File: src/design/nqbs_pkg.sv
package nqbs_pkg;

    // largest board the stack and masks are built for
    localparam int MAX_SIZE     = 16;
    // at most this many result words per search
    localparam int RESULT_LIMIT = 16;
    localparam int SIZE_LIMIT   = (MAX_SIZE < RESULT_LIMIT) ? MAX_SIZE : RESULT_LIMIT;

    // fixed field widths
    localparam int SIZE_W = 5;
    localparam int COL_W  = 4;
    localparam int ROW_W  = 4;

    // derived internal widths
    localparam int CNT_W  = $clog2(SIZE_LIMIT + 1);
    localparam int IDX_W  = $clog2(SIZE_LIMIT);
    localparam int DIAG_N = 2 * SIZE_LIMIT - 1;
    localparam int DIAG_W = $clog2(DIAG_N);

    typedef logic [SIZE_W-1:0] t_size;
    typedef logic [CNT_W-1:0]  t_cnt;
    typedef logic [IDX_W-1:0]  t_idx;
    typedef logic [DIAG_W-1:0] t_diag;

    // commands from the controller to the datapath
    typedef struct packed {
        logic load;
        logic place;
        logic next_row;
        logic pop_rd;
        logic pop_fix;
        logic out_rd;
        logic out_adv;
        logic emit_sol;
        logic emit_none;
    } t_dp_cmd;

    // status from the datapath to the controller
    typedef struct packed {
        logic size_bad;
        logic col_done;
        logic row_end;
        logic fits;
        logic col_zero;
        logic out_last;
    } t_dp_stat;

    // diagonal running one way: row + col
    function automatic t_diag diag_sum(t_idx row, t_idx col);
        return DIAG_W'(row) + DIAG_W'(col);
    endfunction

    // diagonal running the other way: row - col, offset to stay positive
    function automatic t_diag diag_dif(t_idx row, t_idx col);
        return DIAG_W'(row) + DIAG_W'(SIZE_LIMIT - 1) - DIAG_W'(col);
    endfunction

endpackage

File: src/design/n_queens_backtrack_solver.sv
// N-queens first-solution solver. Pulse start with a board size while busy is low;
// the block searches depth first, one queen per column, rows tried in ascending
// order, and reports the first placement as one word per column (o_column,
// o_queen_row, o_found high, o_last on the final column), each word read from the
// row stack in S_OUT_RD and then emitted from S_OUT_WR. Sizes 2 and 3, zero, and
// sizes above 16 give a single word with o_found low and o_last high. Words appear
// for exactly one cycle on o_strobe and cannot be held off, so the receiver must
// take every strobed word. Search time is set by the row-test loop: one candidate
// row per cycle while scanning, with each backtrack step going through the
// row-stack memory port (a read in S_SCAN, then the mask fix in S_POP). A rejected
// size is answered in the cycle after start. busy stays high until the last word
// has been launched, and the next size may be given as soon as busy falls.
module n_queens_backtrack_solver (
    input  logic                        i_clk,
    input  logic                        i_rst_n,
    input  logic                        start,
    output logic                        busy,
    input  logic [nqbs_pkg::SIZE_W-1:0] i_board_size,
    output logic                        o_strobe,
    output logic                        o_found,
    output logic [nqbs_pkg::COL_W-1:0]  o_column,
    output logic [nqbs_pkg::ROW_W-1:0]  o_queen_row,
    output logic                        o_last
);
    import nqbs_pkg::*;

    t_dp_cmd  dp_cmd;
    t_dp_stat dp_stat;

    // search sequencer
    nqbs_ctrl u_ctrl (
        .i_clk   (i_clk),
        .i_rst_n (i_rst_n),
        .i_start (start),
        .i_stat  (dp_stat),
        .o_cmd   (dp_cmd),
        .o_busy  (busy)
    );

    // row stack, masks and result registers
    nqbs_dp u_dp (
        .i_clk        (i_clk),
        .i_rst_n      (i_rst_n),
        .i_board_size (i_board_size),
        .i_cmd        (dp_cmd),
        .o_stat       (dp_stat),
        .o_strobe     (o_strobe),
        .o_found      (o_found),
        .o_column     (o_column),
        .o_queen_row  (o_queen_row),
        .o_last       (o_last)
    );

endmodule

File: src/design/nqbs_dp.sv
module nqbs_dp (
    input  logic                        i_clk,
    input  logic                        i_rst_n,
    input  nqbs_pkg::t_size             i_board_size,
    input  nqbs_pkg::t_dp_cmd           i_cmd,
    output nqbs_pkg::t_dp_stat          o_stat,
    output logic                        o_strobe,
    output logic                        o_found,
    output logic [nqbs_pkg::COL_W-1:0]  o_column,
    output logic [nqbs_pkg::ROW_W-1:0]  o_queen_row,
    output logic                        o_last
);
    import nqbs_pkg::*;

    // search registers
    t_cnt r_size;
    t_cnt r_col;
    t_cnt r_row;
    t_cnt r_out_idx;

    // occupancy masks for rows and both diagonals
    logic [SIZE_LIMIT-1:0] r_row_used;
    logic [DIAG_N-1:0]     r_diag_s;
    logic [DIAG_N-1:0]     r_diag_d;

    // row stack, one entry per column
    t_idx r_stack [SIZE_LIMIT];
    t_idx r_rd_data;

    // result word registers
    logic             r_strobe;
    logic             r_found;
    logic [COL_W-1:0] r_column;
    logic [ROW_W-1:0] r_queen_row;
    logic             r_last;

    t_idx  col_idx;
    t_idx  row_idx;
    t_cnt  pop_col;
    t_idx  rd_addr;
    t_diag place_ds;
    t_diag place_dd;
    t_diag pop_ds;
    t_diag pop_dd;

    // index and diagonal decode
    always_comb begin
        col_idx  = r_col[IDX_W-1:0];
        row_idx  = r_row[IDX_W-1:0];
        pop_col  = r_col - CNT_W'(1);
        rd_addr  = i_cmd.pop_rd ? pop_col[IDX_W-1:0] : r_out_idx[IDX_W-1:0];
        place_ds = diag_sum(row_idx, col_idx);
        place_dd = diag_dif(row_idx, col_idx);
        pop_ds   = diag_sum(r_rd_data, col_idx);
        pop_dd   = diag_dif(r_rd_data, col_idx);
    end

    // status back to the controller
    always_comb begin
        o_stat.size_bad = (i_board_size == '0) || (i_board_size > SIZE_W'(SIZE_LIMIT));
        o_stat.col_done = (r_col == r_size);
        o_stat.row_end  = (r_row >= r_size);
        o_stat.fits     = !r_row_used[row_idx] && !r_diag_s[place_ds] && !r_diag_d[place_dd];
        o_stat.col_zero = (r_col == '0);
        o_stat.out_last = (r_out_idx == r_size - CNT_W'(1));
    end

    // column, row and output counters
    always_ff @(posedge i_clk) begin
        if (!i_rst_n) begin
            r_size    <= '0;
            r_col     <= '0;
            r_row     <= '0;
            r_out_idx <= '0;
        end else begin
            if (i_cmd.load) begin
                r_size    <= CNT_W'(i_board_size);
                r_col     <= '0;
                r_row     <= '0;
                r_out_idx <= '0;
            end
            if (i_cmd.place) begin
                r_col <= r_col + CNT_W'(1);
                r_row <= '0;
            end
            if (i_cmd.next_row) begin
                r_row <= r_row + CNT_W'(1);
            end
            if (i_cmd.pop_rd) begin
                r_col <= pop_col;
            end
            if (i_cmd.pop_fix) begin
                r_row <= CNT_W'(r_rd_data) + CNT_W'(1);
            end
            if (i_cmd.out_adv) begin
                r_out_idx <= r_out_idx + CNT_W'(1);
            end
        end
    end

    // masks: cleared per search, set on place, cleared on backtrack
    always_ff @(posedge i_clk) begin
        if (i_cmd.load) begin
            r_row_used <= '0;
            r_diag_s   <= '0;
            r_diag_d   <= '0;
        end else if (i_cmd.place) begin
            r_row_used[row_idx] <= 1'b1;
            r_diag_s[place_ds]  <= 1'b1;
            r_diag_d[place_dd]  <= 1'b1;
        end else if (i_cmd.pop_fix) begin
            r_row_used[r_rd_data] <= 1'b0;
            r_diag_s[pop_ds]      <= 1'b0;
            r_diag_d[pop_dd]      <= 1'b0;
        end
    end

    // row stack memory with registered read
    always_ff @(posedge i_clk) begin
        if (i_cmd.place) begin
            r_stack[col_idx] <= row_idx;
        end
        if (i_cmd.pop_rd || i_cmd.out_rd) begin
            r_rd_data <= r_stack[rd_addr];
        end
    end

    // result strobe
    always_ff @(posedge i_clk) begin
        if (!i_rst_n) begin
            r_strobe <= 1'b0;
        end else begin
            r_strobe <= i_cmd.emit_sol || i_cmd.emit_none;
        end
    end

    // result payload
    always_ff @(posedge i_clk) begin
        if (i_cmd.emit_sol) begin
            r_found     <= 1'b1;
            r_column    <= COL_W'(r_out_idx);
            r_queen_row <= ROW_W'(r_rd_data);
            r_last      <= o_stat.out_last;
        end else if (i_cmd.emit_none) begin
            r_found     <= 1'b0;
            r_column    <= '0;
            r_queen_row <= '0;
            r_last      <= 1'b1;
        end
    end

    assign o_strobe    = r_strobe;
    assign o_found     = r_found;
    assign o_column    = r_column;
    assign o_queen_row = r_queen_row;
    assign o_last      = r_last;

endmodule

File: src/design/nqbs_ctrl.sv
module nqbs_ctrl (
    input  logic               i_clk,
    input  logic               i_rst_n,
    input  logic               i_start,
    input  nqbs_pkg::t_dp_stat i_stat,
    output nqbs_pkg::t_dp_cmd  o_cmd,
    output logic               o_busy
);
    import nqbs_pkg::*;

    localparam logic [2:0] S_IDLE   = 3'd0;
    localparam logic [2:0] S_SCAN   = 3'd1;
    localparam logic [2:0] S_POP    = 3'd2;
    localparam logic [2:0] S_OUT_RD = 3'd3;
    localparam logic [2:0] S_OUT_WR = 3'd4;

    logic [2:0] r_state;
    logic [2:0] n_state;

    // next state and datapath commands
    always_comb begin
        n_state = r_state;
        o_cmd   = '0;
        case (r_state)
            S_IDLE: begin
                if (i_start) begin
                    if (i_stat.size_bad) begin
                        o_cmd.emit_none = 1'b1;
                    end else begin
                        o_cmd.load = 1'b1;
                        n_state    = S_SCAN;
                    end
                end
            end
            S_SCAN: begin
                if (i_stat.col_done) begin
                    n_state = S_OUT_RD;
                end else if (!i_stat.row_end) begin
                    if (i_stat.fits) begin
                        o_cmd.place = 1'b1;
                    end else begin
                        o_cmd.next_row = 1'b1;
                    end
                end else if (i_stat.col_zero) begin
                    o_cmd.emit_none = 1'b1;
                    n_state         = S_IDLE;
                end else begin
                    o_cmd.pop_rd = 1'b1;
                    n_state      = S_POP;
                end
            end
            S_POP: begin
                o_cmd.pop_fix = 1'b1;
                n_state       = S_SCAN;
            end
            S_OUT_RD: begin
                o_cmd.out_rd = 1'b1;
                n_state      = S_OUT_WR;
            end
            S_OUT_WR: begin
                o_cmd.emit_sol = 1'b1;
                if (i_stat.out_last) begin
                    n_state = S_IDLE;
                end else begin
                    o_cmd.out_adv = 1'b1;
                    n_state       = S_OUT_RD;
                end
            end
            default: begin
                n_state = S_IDLE;
            end
        endcase
    end

    // state register
    always_ff @(posedge i_clk) begin
        if (!i_rst_n) begin
            r_state <= S_IDLE;
        end else begin
            r_state <= n_state;
        end
    end

    assign o_busy = (r_state != S_IDLE);

endmodule

File: config.mk
export PLATFORM = sky130hd
export DESIGN_NAME = n_queens_backtrack_solver
export DESIGN_NICKNAME = d
export VERILOG_FILES = /design/src/design/nqbs_pkg.sv /design/src/design/n_queens_backtrack_solver.sv /design/src/design/nqbs_dp.sv /design/src/design/nqbs_ctrl.sv
export SDC_FILE = /design/constraint.sdc
export NUM_CORES = 1
export LEC_CHECK = 0
export BUFFER_PORTS_ARGS = -buffer_cell sky130_fd_sc_hd__buf_2
export CAP_MARGIN = 30
export CORE_MARGIN = 5
export CORE_UTILIZATION = 60
export DETAILED_ROUTE_END_ITERATION = 6
export HOLD_SLACK_MARGIN = 0.1
export PLACE_DENSITY = 0.78
export RECOVER_POWER = 50
export SYNTH_ARGS = -nofsm -noshare
export SYNTH_HDL_FRONTEND = slang
export SYNTH_SLANG_ARGS = --single-unit
File: constraint.sdc
create_clock -name i_clk -period 12.05 [get_ports i_clk]
set_clock_uncertainty 0.15 [all_clocks]
set_input_delay 0.6025 -clock i_clk [delete_from_list [all_inputs] [get_ports i_clk]]
set_output_delay 0.6025 -clock i_clk [all_outputs]
set_load 0.02 [all_outputs]
Yosys cells after proc, flatten, opt, wreduce, memory -nomap -nowiden
Memory sizes are Yosys's and may differ from the RTL's. A register that Yosys moved wholly into a read port is not among the register bits.
Index checks and enable logic that the tools add are counted.
{"block": "word_totals", "register_bits": 112, "mem_bits_rw": 64, "input_bits": 8, "elab_cells": 148, "n_memories": 1}
{"block": "op_classes", "n_addsub": 12, "magnitude_cmp": 14, "eq_ne": 9, "muxes": 66, "bitwise": 9, "reduce_logical": 24}
{"memory": "u_dp.r_stack", "depth": 16, "width": 4, "rd": 1, "rd_clocked_by_memory_dff": 1, "write_ports": 1, "line_no": "nqbs_dp.sv:27", "source": "t_idx r_stack [SIZE_LIMIT];"}
{"operator": "$mux 31", "count": 4}
{"operator": "$and 31x31->31", "count": 2}
{"operator": "$not 31->31", "count": 2}
{"operator": "$or 31x31->31", "count": 2}
{"operator": "$mux 5", "count": 7}
{"operator": "$mux 16", "count": 2}
{"operator": "$mux 1", "count": 28}
{"operator": "$lt 5x6->1 const B", "count": 4}
{"operator": "$demux 1 s5", "count": 4}
{"operator": "$ge 5x1->1 const B", "count": 4}
{"operator": "$mux 3", "count": 6}
{"operator": "$and 16x16->16", "count": 1}
{"operator": "$mux 4", "count": 4}
{"operator": "$not 16->16", "count": 1}
{"operator": "$or 16x16->16", "count": 1}
{"operator": "$add 5x1->5 const B", "count": 3}
{"operator": "$pmux 3 s5", "count": 1}
{"operator": "$add 4x4->5", "count": 2}
{"operator": "$add 4x4->5 const B", "count": 2}
{"operator": "$bmux 1 s5", "count": 2}
{"operator": "$eq 5x5->1", "count": 2}
{"operator": "$logic_not 5->1", "count": 2}
{"operator": "$lt 4x5->1 const B", "count": 2}
{"operator": "$sub 5x1->5 const B", "count": 2}
{"operator": "other kinds (22)", "count": 44}

Depth between registers and ports, before layout
Gate-level depths: netlist of run 1.
{"block": "logic_depth", "word_depth": 13, "mapped_depth": 17, "mapped_depth_nobuf": 11}

Hierarchy
A second synthesis of run 1 with hierarchy kept.
{"block": "hier_totals", "cells_unflattened": 876, "hier_area_um2": 9400.3}
{"mod": "nqbs_dp", "instances": 1, "cells_per_inst": 840, "area_per_inst_um2": 9118.7, "seq_area_each_um2": 4314.1}
{"mod": "nqbs_ctrl", "instances": 1, "cells_per_inst": 36, "area_per_inst_um2": 281.5, "seq_area_each_um2": 60.1}

Worst setup path after synthesis of run 1
OpenSTA, ideal clock, no wires.
{"block": "synth_path", "kind": "register to register", "start": "register u_dp.r_col[0]", "end": "memory u_dp.r_stack[7][0] (netlist bit), enable pin", "t_arrival_ps": 3872, "required_time_ps": 11571, "setup_slack_ps": 7699, "path_stages_with_launch": 17, "period_less_slack_ps": 4351, "path_cell_list": "dfxtp_1 clkbuf_1 inv_1 ha_1 fa_1 clkbuf_1 mux4_2 mux2i_1 a211oi_1 a311o_1 a2111o_1 nor4_2 buf_4 buf_6 buf_6 nand2_1 nor2_1"}
{"block": "synth_between", "elab_chain_cells": 12}
{"element": "start, declared", "line_no": "nqbs_dp.sv:17", "source": "t_cnt r_col;"}
{"element": "start signal, assigned", "line_no": "nqbs_dp.sv:83", "source": "r_col <= r_col + CNT_W'(1);"}
{"element": "start signal, assigned", "line_no": "nqbs_dp.sv:90", "source": "r_col <= pop_col;"}
{"element": "$add 4x4->5", "line_no": "nqbs_pkg.sv:50", "source": "return DIAG_W'(row) + DIAG_W'(col);"}
{"element": "$bmux 1 s5", "line_no": "nqbs_dp.sv:63", "source": "o_stat.fits = !r_row_used[row_idx] && !r_diag_s[place_ds] && !r_diag_d[place_dd];"}
{"element": "$mux 1 (implied by the code)", "line_no": "nqbs_dp.sv:63"}
{"element": "$logic_not 1->1", "line_no": "nqbs_dp.sv:63"}
{"element": "$logic_and 1x1->1 (2 in series)", "line_no": "nqbs_dp.sv:63"}
{"element": "$mux 1", "line_no": "nqbs_ctrl.sv:39", "source": "if (i_stat.fits) begin"}
{"element": "$mux 2", "line_no": "nqbs_ctrl.sv:38", "source": "end else if (!i_stat.row_end) begin"}
{"element": "$mux 3", "line_no": "nqbs_ctrl.sv:36", "source": "if (i_stat.col_done) begin"}
{"element": "$mux 3", "line_no": "nqbs_ctrl.sv:24", "source": "case (r_state)"}
{"element": "$mux 1", "line_no": "nqbs_dp.sv:120", "source": "if (i_cmd.place) begin"}
{"element": "$mux 1 (implied by the code)", "line_no": "nqbs_dp.sv:121", "source": "r_stack[col_idx] <= row_idx;"}
{"element": "end, declared", "line_no": "nqbs_dp.sv:27"}
Parallel ways exist; a longest one is shown, timed or not. The select of a mux whose other input is x is not followed.

Worst setup path in the final report of run 1
{"block": "layout_path", "start": "register u_dp.r_row[0]", "end": "register u_dp.r_rd_data[1] (read register of u_dp.r_stack), data pin"}
{"block": "layout_between", "elab_chain_cells": 5}
{"element": "start, declared", "line_no": "nqbs_dp.sv:18", "source": "t_cnt r_row;"}
{"element": "start signal, assigned", "line_no": "nqbs_dp.sv:87", "source": "r_row <= r_row + CNT_W'(1);"}
{"element": "start signal, assigned", "line_no": "nqbs_dp.sv:93", "source": "r_row <= CNT_W'(r_rd_data) + CNT_W'(1);"}
{"element": "$ge 5x5->1 (*)", "line_no": "nqbs_dp.sv:62", "source": "o_stat.row_end = (r_row >= r_size);"}
{"element": "$mux 1 (*)", "line_no": "nqbs_ctrl.sv:38"}
{"element": "$mux 3 (*)", "line_no": "nqbs_ctrl.sv:36"}
{"element": "$mux 3 (*)", "line_no": "nqbs_ctrl.sv:24"}
{"element": "$mux 4 or $logic_or 1x1->1 (tied branches)", "line_no": "nqbs_dp.sv:51, nqbs_dp.sv:123"}
{"element": "end, declared", "line_no": "nqbs_dp.sv:28", "source": "t_idx r_rd_data;"}
Mark *: on every way between the ends. The rest lies on a longest branch, timed or not.
A chain may end at the register's enable or synchronous reset.

==> results of run 1 <==
-- routing by layer --
layer	GRT usage (%)	vias to the layer above	part of all wire, %
met2	42.7	358	47
li1	-	3709	-
met4	8.48	0	2.0
met1	35.8	3830	43
met5	0	-	0
met3	5.26	47	7.8
-- how the worst max path moves through the flow --
| stage | start | end | slack, ns | cells past startpoint |
|---|---|---|---|---|
| 2_1_floorplan | u_dp.r_col[0]$_SDFFE_PN0P_ | u_dp.r_stack[7][0]$_DFFE_PP_ | 7.70 | 16 |
| 3_3_place_gp | u_dp.r_col[0]$_SDFFE_PN0P_ | u_dp.r_stack[4][2]$_DFFE_PP_ | 7.05 | 12 |
| 3_5_place_dp | u_dp.r_col[0]$_SDFFE_PN0P_ | u_dp.r_stack[5][1]$_DFFE_PP_ | 6.88 | 12 |
| 4_1_cts | u_dp.r_col[0]$_SDFFE_PN0P_ | u_dp.r_stack[5][3]$_DFFE_PP_ | 6.85 | 12 |
| 5_1_grt | u_dp.r_row[1]$_SDFFE_PN0P_ | u_dp.r_row_used[13]$_SDFFE_PP0P_ | 5.53 | 11 |
| 6_report | u_dp.r_row[0]$_SDFFE_PN0P_ | u_dp.r_rd_data[1]$_DFFE_PP_ | 5.97 | 13 |
-- synthesized netlist by cell type (6+ instances only) --
library cell | n | area, sq um
a21boi_0 | 6 | 45.0
xor2_1 | 13 | 114
nand4b_1 | 7 | 61.3
a31oi_1 | 8 | 50.1
xnor2_1 | 16 | 140
a21o_1 | 6 | 45.0
o21ai_0 | 82 | 410
nand2_1 | 92 | 345
mux2i_1 | 14 | 140
dfxtp_1 | 103 | 2060
nor3_1 | 16 | 80.1
and2_1 | 9 | 56.3
buf_2 | 11 | 55.1
edfxtp_1 | 77 | 2310
or3_1 | 7 | 43.8
mux2_2 | 9 | 101
nand4_1 | 26 | 163
and3_1 | 15 | 93.8
clkbuf_1 | 45 | 169
inv_1 | 26 | 97.6
nand2b_1 | 9 | 56.3
nand3_1 | 70 | 350
a21oi_1 | 100 | 500
o31ai_1 | 7 | 52.6
nor2_1 | 67 | 251
a32oi_1 | 9 | 78.8
ha_1 | 36 | 450
mux4_2 | 23 | 518
nor2b_1 | 14 | 87.6
-- cell type report --
| class | instances | area [sq um] | area share [%] |
|---|---|---|---|
| repair buffers | 35 | 170 | 1.64 |
| well taps | 216 | 270 | 2.61 |
| inverters | 26 | 97.6 | 0.942 |
| flip-flops and latches | 180 | 4370 | 42.2 |
| multi-input cells | 737 | 4890 | 47.2 |
| clock buffers | 19 | 433 | 4.18 |
| clock inverters | 13 | 121 | 1.17 |
-- state kept, by name, summed over array words and instances, names as in the netlist, 5 cells and up --
name and cells:
u_dp.r_stack 64, u_dp.r_diag_d 31, u_dp.r_diag_s 31, u_dp.r_row_used 16, u_dp.r_col 5, u_dp.r_out_idx 5, u_dp.r_row 5, u_dp.r_size 5
-- through the flow --
| step | setup slack (ns) | util (%) |
|---|---|---|
| after floorplan | 7.70 | - |
| after global placement | 7.05 | 62.4 |
| after detailed placement | 6.88 | 62.4 |
| after CTS | 6.85 | 65.9 |
| after global routing | 5.53 | 65.4 |
| final | 5.97 | 65.4 |
-- power by group through the flow --
| stage | combinational [mW] | clock (mW) | sequential (mW) |
|---|---|---|---|
| floorplan | 0.318 | 0 | 0.703 |
| global placement | 0.431 | 0 | 0.700 |
| detailed placement | 0.435 | 0 | 0.701 |
| CTS | 0.439 | 0.531 | 0.688 |
| global route | 0.478 | 0.560 | 0.692 |
| finish | 0.438 | 0.528 | 0.690 |
-- worst max-delay path: cells and delay by family (launching register included) --
| family | cells | cell delay, ns |
|---|---|---|
| buf+inv | 4 | 2.37 |
| flops | 1 | 0.39 |
| simple gates | 3 | 0.42 |
| fa+ha+maj | 1 | 0.38 |
| compound gates | 4 | 1.63 |
| mux | 1 | 0.43 |
-- cells by family (layout without fill, tap and decap cells) --
| family | count (synthesis) | in the layout | share of synthesized area (%) |
|---|---|---|---|
| adder cells (fa/ha/maj) | 40 | 40 | 5.50 |
| AND/OR/NAND/NOR | 351 | 351 | 17.9 |
| flip-flops | 180 | 180 | 45.3 |
| multiplexers | 46 | 46 | 7.87 |
| AO/OA/AOI/OAI | 271 | 271 | 16.9 |
| XOR/XNOR | 29 | 29 | 2.63 |
| buffers and inverters | 90 | 93 | 3.92 |
==> flow_summary.yaml, run 1 <==
sta:
  finalSetupViolations: 0
  finalCriticalPeriod_ns: 6.08
  setup_tns_ns: 0
  timing.hold.ws_ns: 0.270
  hold_viol: 0
  layout_worst_path_cycle_share_pct: 50.4
  maxSlewHeadroom_pct: -21.8
  max_freq_mhz: 165
  tightest_slew_ns: 1.83
  slew_viol_final: 73
  rsz0062_at_grt: "no"
critical_path:
  rrSetupSlack_ns: 5.97
  crit_arrival_ns: 6.09
  cp_cell_sequence: "clkbuf_1, inv_1, ha_1, nand2b_1, a21oi_1, o21ai_0, a31oi_1, clkbuf_1, nor2_1, clkbuf_1, mux2_2, a2111oi_0, nand3_1"
  crit_slowest_cell: "clkbuf_1"
  crit_path_start_kind: "flip-flop"
  r2r_cells: 13
  worst-endpoint-required_ns: 12.06
  regToRegStartpoint: "u_dp.r_row[0]$_SDFFE_PN0P_"
  crit_path_end_kind: "flip-flop"
  path_class: "flip-flop to flip-flop"
  path_common_cell: "clkbuf_1"
  path_max_fanout: 24
  timing.rr.end: "u_dp.r_rd_data[1]$_DFFE_PP_"
  slowest_delay_ns: 1.05
clock_network:
  h-tree-depth: 4
  cts_buffer_depth: 2
  cts_sinks: 180
  cts_root_buf: "clkbuf_16"
  post-cts-setup-buffer-count: 0
  cts_resized: 0
  cts_tree: "yes"
  numCtsBuffers: 17
  clock_latency_ns: 0.44
  clk_pin_slew_ns: 0.07
  postCtsHoldBufs: 0
synthesis:
  yosysWarnings: 0
  ys.flop_type: "dfxtp_1"
  synthCells: 1007
  ys_seq_elements: 180
  syn_area_per_cell_sq_um: 9.58
  synth_nets: 1055
  yosysSeqAreaShare_pct: 45.3
  async_flop_share_pct: 0
  synth-edff-count: 77
  synth.distinct_cells: 65
  synth.cell_area_sq_um: 9650
pwr:
  p_int_mw: 1.07
  power_mw: 1.66
  p_sw_uw: 584
  clkPwrFrac_pct: 31.9
  comb_power_share_pct: 26.4
  p_per_area_nw_per_um2: 160
  vdd_drop_max_uv: 136
  power.leakage_nw: 3.63
  seqPwrFrac_pct: 41.7
  switching_share_pct: 35.3
global_routing:
  antenna_found_initial: 0
  first_global_vias: 7557
  grt_max_degree: 69
  grt_pass1_wl_microns: 38600
  grtUsageTotal_pct: 26.3
  overflow: 0
finish:
  fin_nets: 1045
  fin_area_sq_um: 10400
  mostFrequentLayoutCell: "dfxtp_1"
  final_cells: 1226
  n_antenna_cell: 0
  drive_above_1_share_pct: 8.02
  fill_cells: 1250
  areaGrowthSynthToFinish_pct: 7.34
  layout_common_cells: "dfxtp_1 (103), a21oi_1 (100), nand2_1 (92), o21ai_0 (83), edfxtp_1 (77)"
floorplanning:
  die_h_microns: 137
  die_area_sq_um: 18700
  ios: 20
  core_sq_um: 15800
  initial_core_util_pct: 61.0
  die_x_microns: 137
  num_rows: 46
status:
  outcome: "finished, violations left"
  failed_checks: "max-capacitance violations, max-slew violations"
place:
  port_buffers: 19
  finalWeightedCongestion: 0.918
  postPlaceCellArea_sq_um: 9870
  dp_cells: 1194
  dp_hpwl_microns: 15700
run:
  max_cap_viol_count: 2
worst_hold_path:
  hold_end: "u_dp.r_size[3]$_SDFFE_PN0P_"
  min_path_cells: 3
  hold_start: "i_board_size[3]"
  hold_path.class: "input pin to flip-flop"
detailed_routing:
  first_pass_iters: 5
  vias: 7944
  viasPerCell: 6.48
  drt-total-wl_microns: 23800
  route.detailed.drc: 0
  drt_iter0_markers: 894
  wl_per_cell_microns: 19.4
  antenna_left: 0
(Power assumes the default switching activity.)
==> run 2, diff against run 1 <==
--- a/config.mk
+++ b/config.mk
@@ -5,10 +5,11 @@
 export SDC_FILE = /design/constraint.sdc
 export NUM_CORES = 1
 export LEC_CHECK = 0
+export ABC_AREA = 1
 export BUFFER_PORTS_ARGS = -buffer_cell sky130_fd_sc_hd__buf_2
 export CAP_MARGIN = 30
 export CORE_MARGIN = 5
-export CORE_UTILIZATION = 60
+export CORE_UTILIZATION = 58
 export DETAILED_ROUTE_END_ITERATION = 6
 export HOLD_SLACK_MARGIN = 0.1
 export PLACE_DENSITY = 0.78
==> constraint.sdc (replaced) <==
create_clock -name i_clk -period 5 [get_ports i_clk]
set_clock_uncertainty 0.15 [all_clocks]
set_input_delay 0.25 -clock i_clk [delete_from_list [all_inputs] [get_ports i_clk]]
set_output_delay 0.25 -clock i_clk [all_outputs]
set_load 0.02 [all_outputs]
==> flow_summary.yaml, run 2 <==
clock_network:
  clock_latency_ns: 0.45
  cts_sinks: 180
  clk_pin_slew_ns: 0.08
  cts_buffer_depth: 2
  numCtsBuffers: 17
  cts_tree: "yes"
  h-tree-depth: 4
  cts_resized: 0
  cts_root_buf: "clkbuf_16"
finish:
  mostFrequentLayoutCell: "nand2_1"
  n_antenna_cell: 0
  layout_common_cells: "nand2_1 (474), inv_1 (219), nand3_1 (192), o21ai_0 (111), dfxtp_1 (103)"
  final_cells: 1827
  largestRegisters: "u_dp.r_stack (64), u_dp.r_diag_d (31), u_dp.r_diag_s (31)"
  fin_nets: 1602
  drive_above_1_share_pct: 8.68
  fin_util_pct: 63.7
  largest-register: "u_dp.r_stack"
  areaGrowthSynthToFinish_pct: 7.47
  fill_cells: 1655
  largest_reg_flops: 64
sta:
  hold_viol: 0
  layout_worst_path_cycle_share_pct: 91.6
  timing.final.ws_setup_ns: 0.421
  maxSlewHeadroom_pct: -3.85
  rsz0062_at_grt: "no"
  max_freq_mhz: 218
  finalCriticalPeriod_ns: 4.58
  slew_viol_final: 75
  finalSetupViolations: 0
  tightest_slew_ns: 1.56
  setup_tns_ns: 0
synthesis:
  synth.most_common_cell: "nand2_1"
  syn_area_per_cell_sq_um: 7.22
  synth_nets: 1594
  yosysWarnings: 0
  synth_commonest_cells: "nand2_1 (474), inv_1 (218), nand3_1 (192)"
  synth.distinct_cells: 45
  ys_seq_elements: 180
  synth-edff-count: 77
  yosysSeqAreaShare_pct: 39.2
  async_flop_share_pct: 0
  ys.flop_type: "dfxtp_1"
  synthCells: 1546
  synth.cell_area_sq_um: 11200
  synthTopCellsByArea: "edfxtp_1 (21%), dfxtp_1 (18%), nand2_1 (16%)"
  yosys.area.top_type: "edfxtp_1"
  yosysTopAreaCellShare_pct: 20.7
pwr:
  power_mw: 4.63
  p_per_area_nw_per_um2: 386
  p_int_mw: 2.76
  switching_share_pct: 40.5
  comb_power_share_pct: 33.0
  seqPwrFrac_pct: 36.1
  p_sw_mw: 1.87
  clkPwrFrac_pct: 30.9
  vdd_drop_max_uv: 291
  power.leakage_nw: 5.09
detailed_routing:
  viasPerCell: 5.59
  route.detailed.drc: 0
  drt-total-wl_microns: 28700
  antenna_left: 0
  first_pass_iters: 6
  drt_iter0_markers: 821
  wl_per_cell_microns: 15.7
  vias: 10200
floorplanning:
  die_h_microns: 149
  num_rows: 50
  core_sq_um: 18800
  die_area_sq_um: 22100
  initial_core_util_pct: 59.3
  die_x_microns: 149
  ios: 20
global_routing:
  grt_pass1_wl_microns: 47600
  grtUsageTotal_pct: 26.3
  overflow: 0
  first_global_vias: 9671
  antenna_found_initial: 0
  grt_max_degree: 75
critical_path:
  path_class: "flip-flop to flip-flop"
  crit_path_start_kind: "flip-flop"
  crit_arrival_ns: 4.62
  path_max_fanout: 21
  crit_path_end_kind: "flip-flop"
  worst-endpoint-required_ns: 5.04
status:
  outcome: "finished, violations left"
  failed_checks: "max-capacitance violations, max-slew violations"
worst_hold_path:
  hold_path.class: "flip-flop to flip-flop"
place:
  finalWeightedCongestion: 0.930
  dp_cells: 1785
  post-place-ws_ns: 0.581
  dp_hpwl_microns: 19000
  port_buffers: 19
run:
  max_cap_viol_count: 1
run 2: timing repair:
item | CTS | global route
buffers inserted | 0 | 0
hold buffers | 10 | 0
endpoints found under the hold margin | 11 | 0
run 2: stage by stage:
| stage | area (sq um) | hold WS [ns] |
|---|---|---|
| 6_report | 12000 | 0.309 |
| 5_1_grt | 12000 | 0.336 |
| 4_1_cts | 12000 | 0.301 |
| 3_5_place_dp | 11300 | 0.286 |
| 3_3_place_gp | 11300 | 0.282 |
| 2_1_floorplan | 11200 | 0.269 |
run 2: power by group through the flow:
| stage | clock network, mW | logic (mW) | registers, mW |
|---|---|---|---|
| after floorplan | 0 | 1.15 | 1.71 |
| after global routing | 1.50 | 1.69 | 1.68 |
| after global placement | 0 | 1.48 | 1.70 |
| after CTS | 1.44 | 1.52 | 1.67 |
| after detailed placement | 0 | 1.50 | 1.70 |
| final | 1.43 | 1.53 | 1.67 |
run 2: area by class of cell:
cell class | count | area (sq um) | share of cell area (%)
tap | 260 | 325 | 2.71
clock inverter | 15 | 204 | 1.70
clock buffer | 17 | 425 | 3.55
sequential | 180 | 4370 | 36.5
timing repair buffer | 43 | 265 | 2.21
multi-input combinational | 1084 | 5540 | 46.2
inverter | 228 | 858 | 7.16
run 2: final timing paths:
check        depth (start not counted)  slack (ns)                          end                  startpoint
max                                 14        0.42  u_dp.r_rd_data[2]$_DFFE_PP_  u_dp.r_row[3]$_SDFFE_PN0P_
min reg2reg                          2        0.31    u_dp.o_found$_SDFFE_PN1P_   u_dp.o_found$_SDFFE_PN1P_
min                                  2        0.31    u_dp.o_found$_SDFFE_PN1P_   u_dp.o_found$_SDFFE_PN1P_
max reg2reg                         14        0.42  u_dp.r_rd_data[2]$_DFFE_PP_  u_dp.r_row[3]$_SDFFE_PN0P_
run 2: cells by family (layout without fill, tap and decap cells):
kind of cell,after synthesis,count (layout),synth area share (%)
xor gates and xnor gates,23,23,2.14
and+or+nand+nor,781,781,29.4
adders and majority gates,40,40,4.75
buffers and inverters,282,303,11.0
AOI/OAI and AO/OA,240,240,13.5
DFF,180,180,39.2
run 2: critical path: stages, from the launching register on:
cell	delay (ns)
dfxtp_1	0.40
clkbuf_1	0.91
ha_1	0.41
a21o_1	0.19
a21oi_1	0.17
nand2_1	0.09
nand2_1	0.18
o21ai_0	0.22
nand2_1	0.36
clkbuf_1	0.68
nand2_1	0.11
nand3_1	0.15
nand3_1	0.10
nand3_1	0.11
nand2_1	0.09
run 2: layer usage:
layer / GRT usage [%] / share of wire [%] / wire length, microns
met1: 34.6 / 43 / 12300
met2: 43.4 / 47 / 13500
met3: 4.27 / 7.1 / 2040
met4: 10.4 / 2.9 / 818
met5: 0 / 0 / 0
==> run 3, diff against run 2 <==
--- a/config.mk
+++ b/config.mk
@@ -6,13 +6,14 @@
 export NUM_CORES = 1
 export LEC_CHECK = 0
 export ABC_AREA = 1
-export BUFFER_PORTS_ARGS = -buffer_cell sky130_fd_sc_hd__buf_2
 export CAP_MARGIN = 30
 export CORE_MARGIN = 5
-export CORE_UTILIZATION = 58
+export CORE_UTILIZATION = 59
+export CTS_CLUSTER_SIZE = 20
 export DETAILED_ROUTE_END_ITERATION = 6
+export DONT_BUFFER_PORTS = 1
 export HOLD_SLACK_MARGIN = 0.1
-export PLACE_DENSITY = 0.78
+export PLACE_DENSITY = 0.79
 export RECOVER_POWER = 50
 export SYNTH_ARGS = -nofsm -noshare
 export SYNTH_HDL_FRONTEND = slang
==> flow_summary.yaml, run 3 (synthesis gave the netlist of run 2 again) <==
status:
  outcome: "finished, violations left"
  failed_checks: "max-capacitance violations, max-slew violations"
finish:
  largest_reg_flops: 64
  multi_input_area_sq_um: 5550
  final_cells: 1780
  n_antenna_cell: 0
  layout_common_cells: "nand2_1 (474), inv_1 (220), nand3_1 (192), o21ai_0 (111), dfxtp_1 (103)"
  largest-register: "u_dp.r_stack"
  fin_nets: 1581
  seq_area_sq_um: 4370
  largestRegisters: "u_dp.r_stack (64), u_dp.r_diag_d (31), u_dp.r_diag_s (31)"
  mostFrequentLayoutCell: "nand2_1"
  fill_cells: 1570
  areaGrowthSynthToFinish_pct: 6.23
  drive_above_1_share_pct: 8.73
critical_path:
  startpoint: "u_dp.r_col[1]$_SDFFE_PN0P_"
  worst-endpoint-required_ns: 5.17
  slowest_delay_ns: 0.86
  path_class: "flip-flop to flip-flop"
  regToRegStartpoint: "u_dp.r_col[1]$_SDFFE_PN0P_"
  crit_path_end_kind: "flip-flop"
  critPathBufInv: 2
  crit_arrival_ns: 4.87
  cp_top_family: "simple AND/OR/NAND/NOR gates"
  crit_path_start_kind: "flip-flop"
  crit_slowest_cell: "fa_1"
  cp_cell_sequence: "inv_1, fa_1, inv_1, nor2_1, nand2_1, nand4_1, nand2_1, nand2_1, nand2_1, nand2_1, nor2_2, nand4_4, nand2_4, nand3_1, a21oi_2"
  path_max_fanout: 62
  path_common_cell: "nand2_1"
clock_network:
  post-cts-setup-buffer-count: 0
  cts_sinks: 180
  clk_pin_slew_ns: 0.08
  cts_resized: 0
  postCtsHoldBufs: 8
  h-tree-depth: 4
  cts_tree: "yes"
  clock_latency_ns: 0.44
  numCtsBuffers: 17
  cts_buffer_depth: 2
  cts_root_buf: "clkbuf_16"
sta:
  max_freq_mhz: 213
  slew_viol_final: 27
  finalCriticalPeriod_ns: 4.70
  setup_tns_ns: 0
  tightest_slew_ns: 1.51
  hold_viol: 0
  finalSetupViolations: 0
  layout_worst_path_cycle_share_pct: 94.0
  rsz0062_at_grt: "no"
  maxSlewHeadroom_pct: -0.854
  timing.hold.ws_ns: 0.113
detailed_routing:
  antenna_left: 0
  wl_per_cell_microns: 16.2
  drt_iter0_markers: 1080
  viasPerCell: 5.67
  drt-total-wl_microns: 28800
  vias: 10100
  route.detailed.drc: 0
  first_pass_iters: 5
pwr:
  power.leakage_nw: 5.04
  vdd_drop_max_uv: 290
  p_per_area_nw_per_um2: 386
floorplanning:
  die_area_sq_um: 21800
  die_x_microns: 148
  num_rows: 50
  die_h_microns: 148
  ios: 20
  core_sq_um: 18600
  initial_core_util_pct: 59.9
worst_hold_path:
  hold_start: "i_board_size[4]"
  hold_path.class: "input pin to flip-flop"
global_routing:
  antenna_found_initial: 0
  first_global_vias: 9398
  overflow: 0
  grt_max_degree: 70
  grtUsageTotal_pct: 26.5
  grt_pass1_wl_microns: 47000
place:
  dp_cells: 1740
  dp_hpwl_microns: 18900
  port_buffers: 0
  finalWeightedCongestion: 0.941
run:
  max_cap_viol_count: 1
## run 3: cell count changes in the layout (fill, tap and decap cells not counted), sizes merged
cell         previous run  this run
bufinv                  2         1
clkinv                  9         8
dlygate4sd3            10         8
inv                   232       233
buf                    14        11
clkinvlp                0         1
clkbuf                 36        20
## run 3: worst paths after layout
kind	depth (start not counted)	slack, ns	endpoint
min	5	0.11	u_dp.o_found$_SDFFE_PN1P_
max	15	0.30	u_dp.r_diag_s[13]$_SDFFE_PP0P_
max reg2reg	15	0.30	u_dp.r_diag_s[13]$_SDFFE_PP0P_
min reg2reg	2	0.31	u_dp.r_row_used[11]$_SDFFE_PP0P_
## run 3: worst reg2reg max path, stage by stage, from the launching register on
cell and delay, ns:
dfxtp_1 0.64, inv_1 0.31, fa_1 0.86, inv_1 0.28
nor2_1 0.71, nand2_1 0.12, nand4_1 0.19, nand2_1 0.10
nand2_1 0.06, nand2_1 0.07, nand2_1 0.08, nor2_2 0.05
nand4_4 0.15, nand2_4 0.39, nand3_1 0.35, a21oi_2 0.08
## run 3: metal layers
metal / routed length, microns / track usage [%] / vias up
li1: - / - / 4939
met4: 721 / 9.41 / 0
met1: 12000 / 35.0 / 4648
met2: 13800 / 44.2 / 432
met5: 0 / 0 / -
met3: 2220 / 4.26 / 66
## run 3: stage by stage
| step | util (%) | setup slack [ns] | cell area (sq um) | power [mW] |
|---|---|---|---|---|
| 5_1_grt | 63.6 | 0.118 | 11900 | 4.80 |
| 6_report | 63.6 | 0.302 | 11900 | 4.57 |
| 4_1_cts | 63.7 | 0.543 | 11900 | 4.55 |
| 3_3_place_gp | 60.0 | 0.604 | 11200 | 3.15 |
| 2_1_floorplan | - | 1.62 | 11200 | 2.86 |
| 3_5_place_dp | 60.0 | 0.623 | 11200 | 3.17 |
## run 3: area by class of cell
class / instances / area share (%)
clock buffers: 17 / 3.59
multi-input cells: 1084 / 46.8
flip-flops and latches: 180 / 36.9
inverters: 228 / 7.24
repair buffers: 22 / 1.48
well taps: 234 / 2.47
clock inverters: 15 / 1.49
## run 3: power breakdown
part / total, mW / internal [mW] / switching [mW]
clock: 1.37 / 0.718 / 0.655
sequential: 1.69 / 1.61 / 0.0833
combinational: 1.51 / 0.374 / 1.14
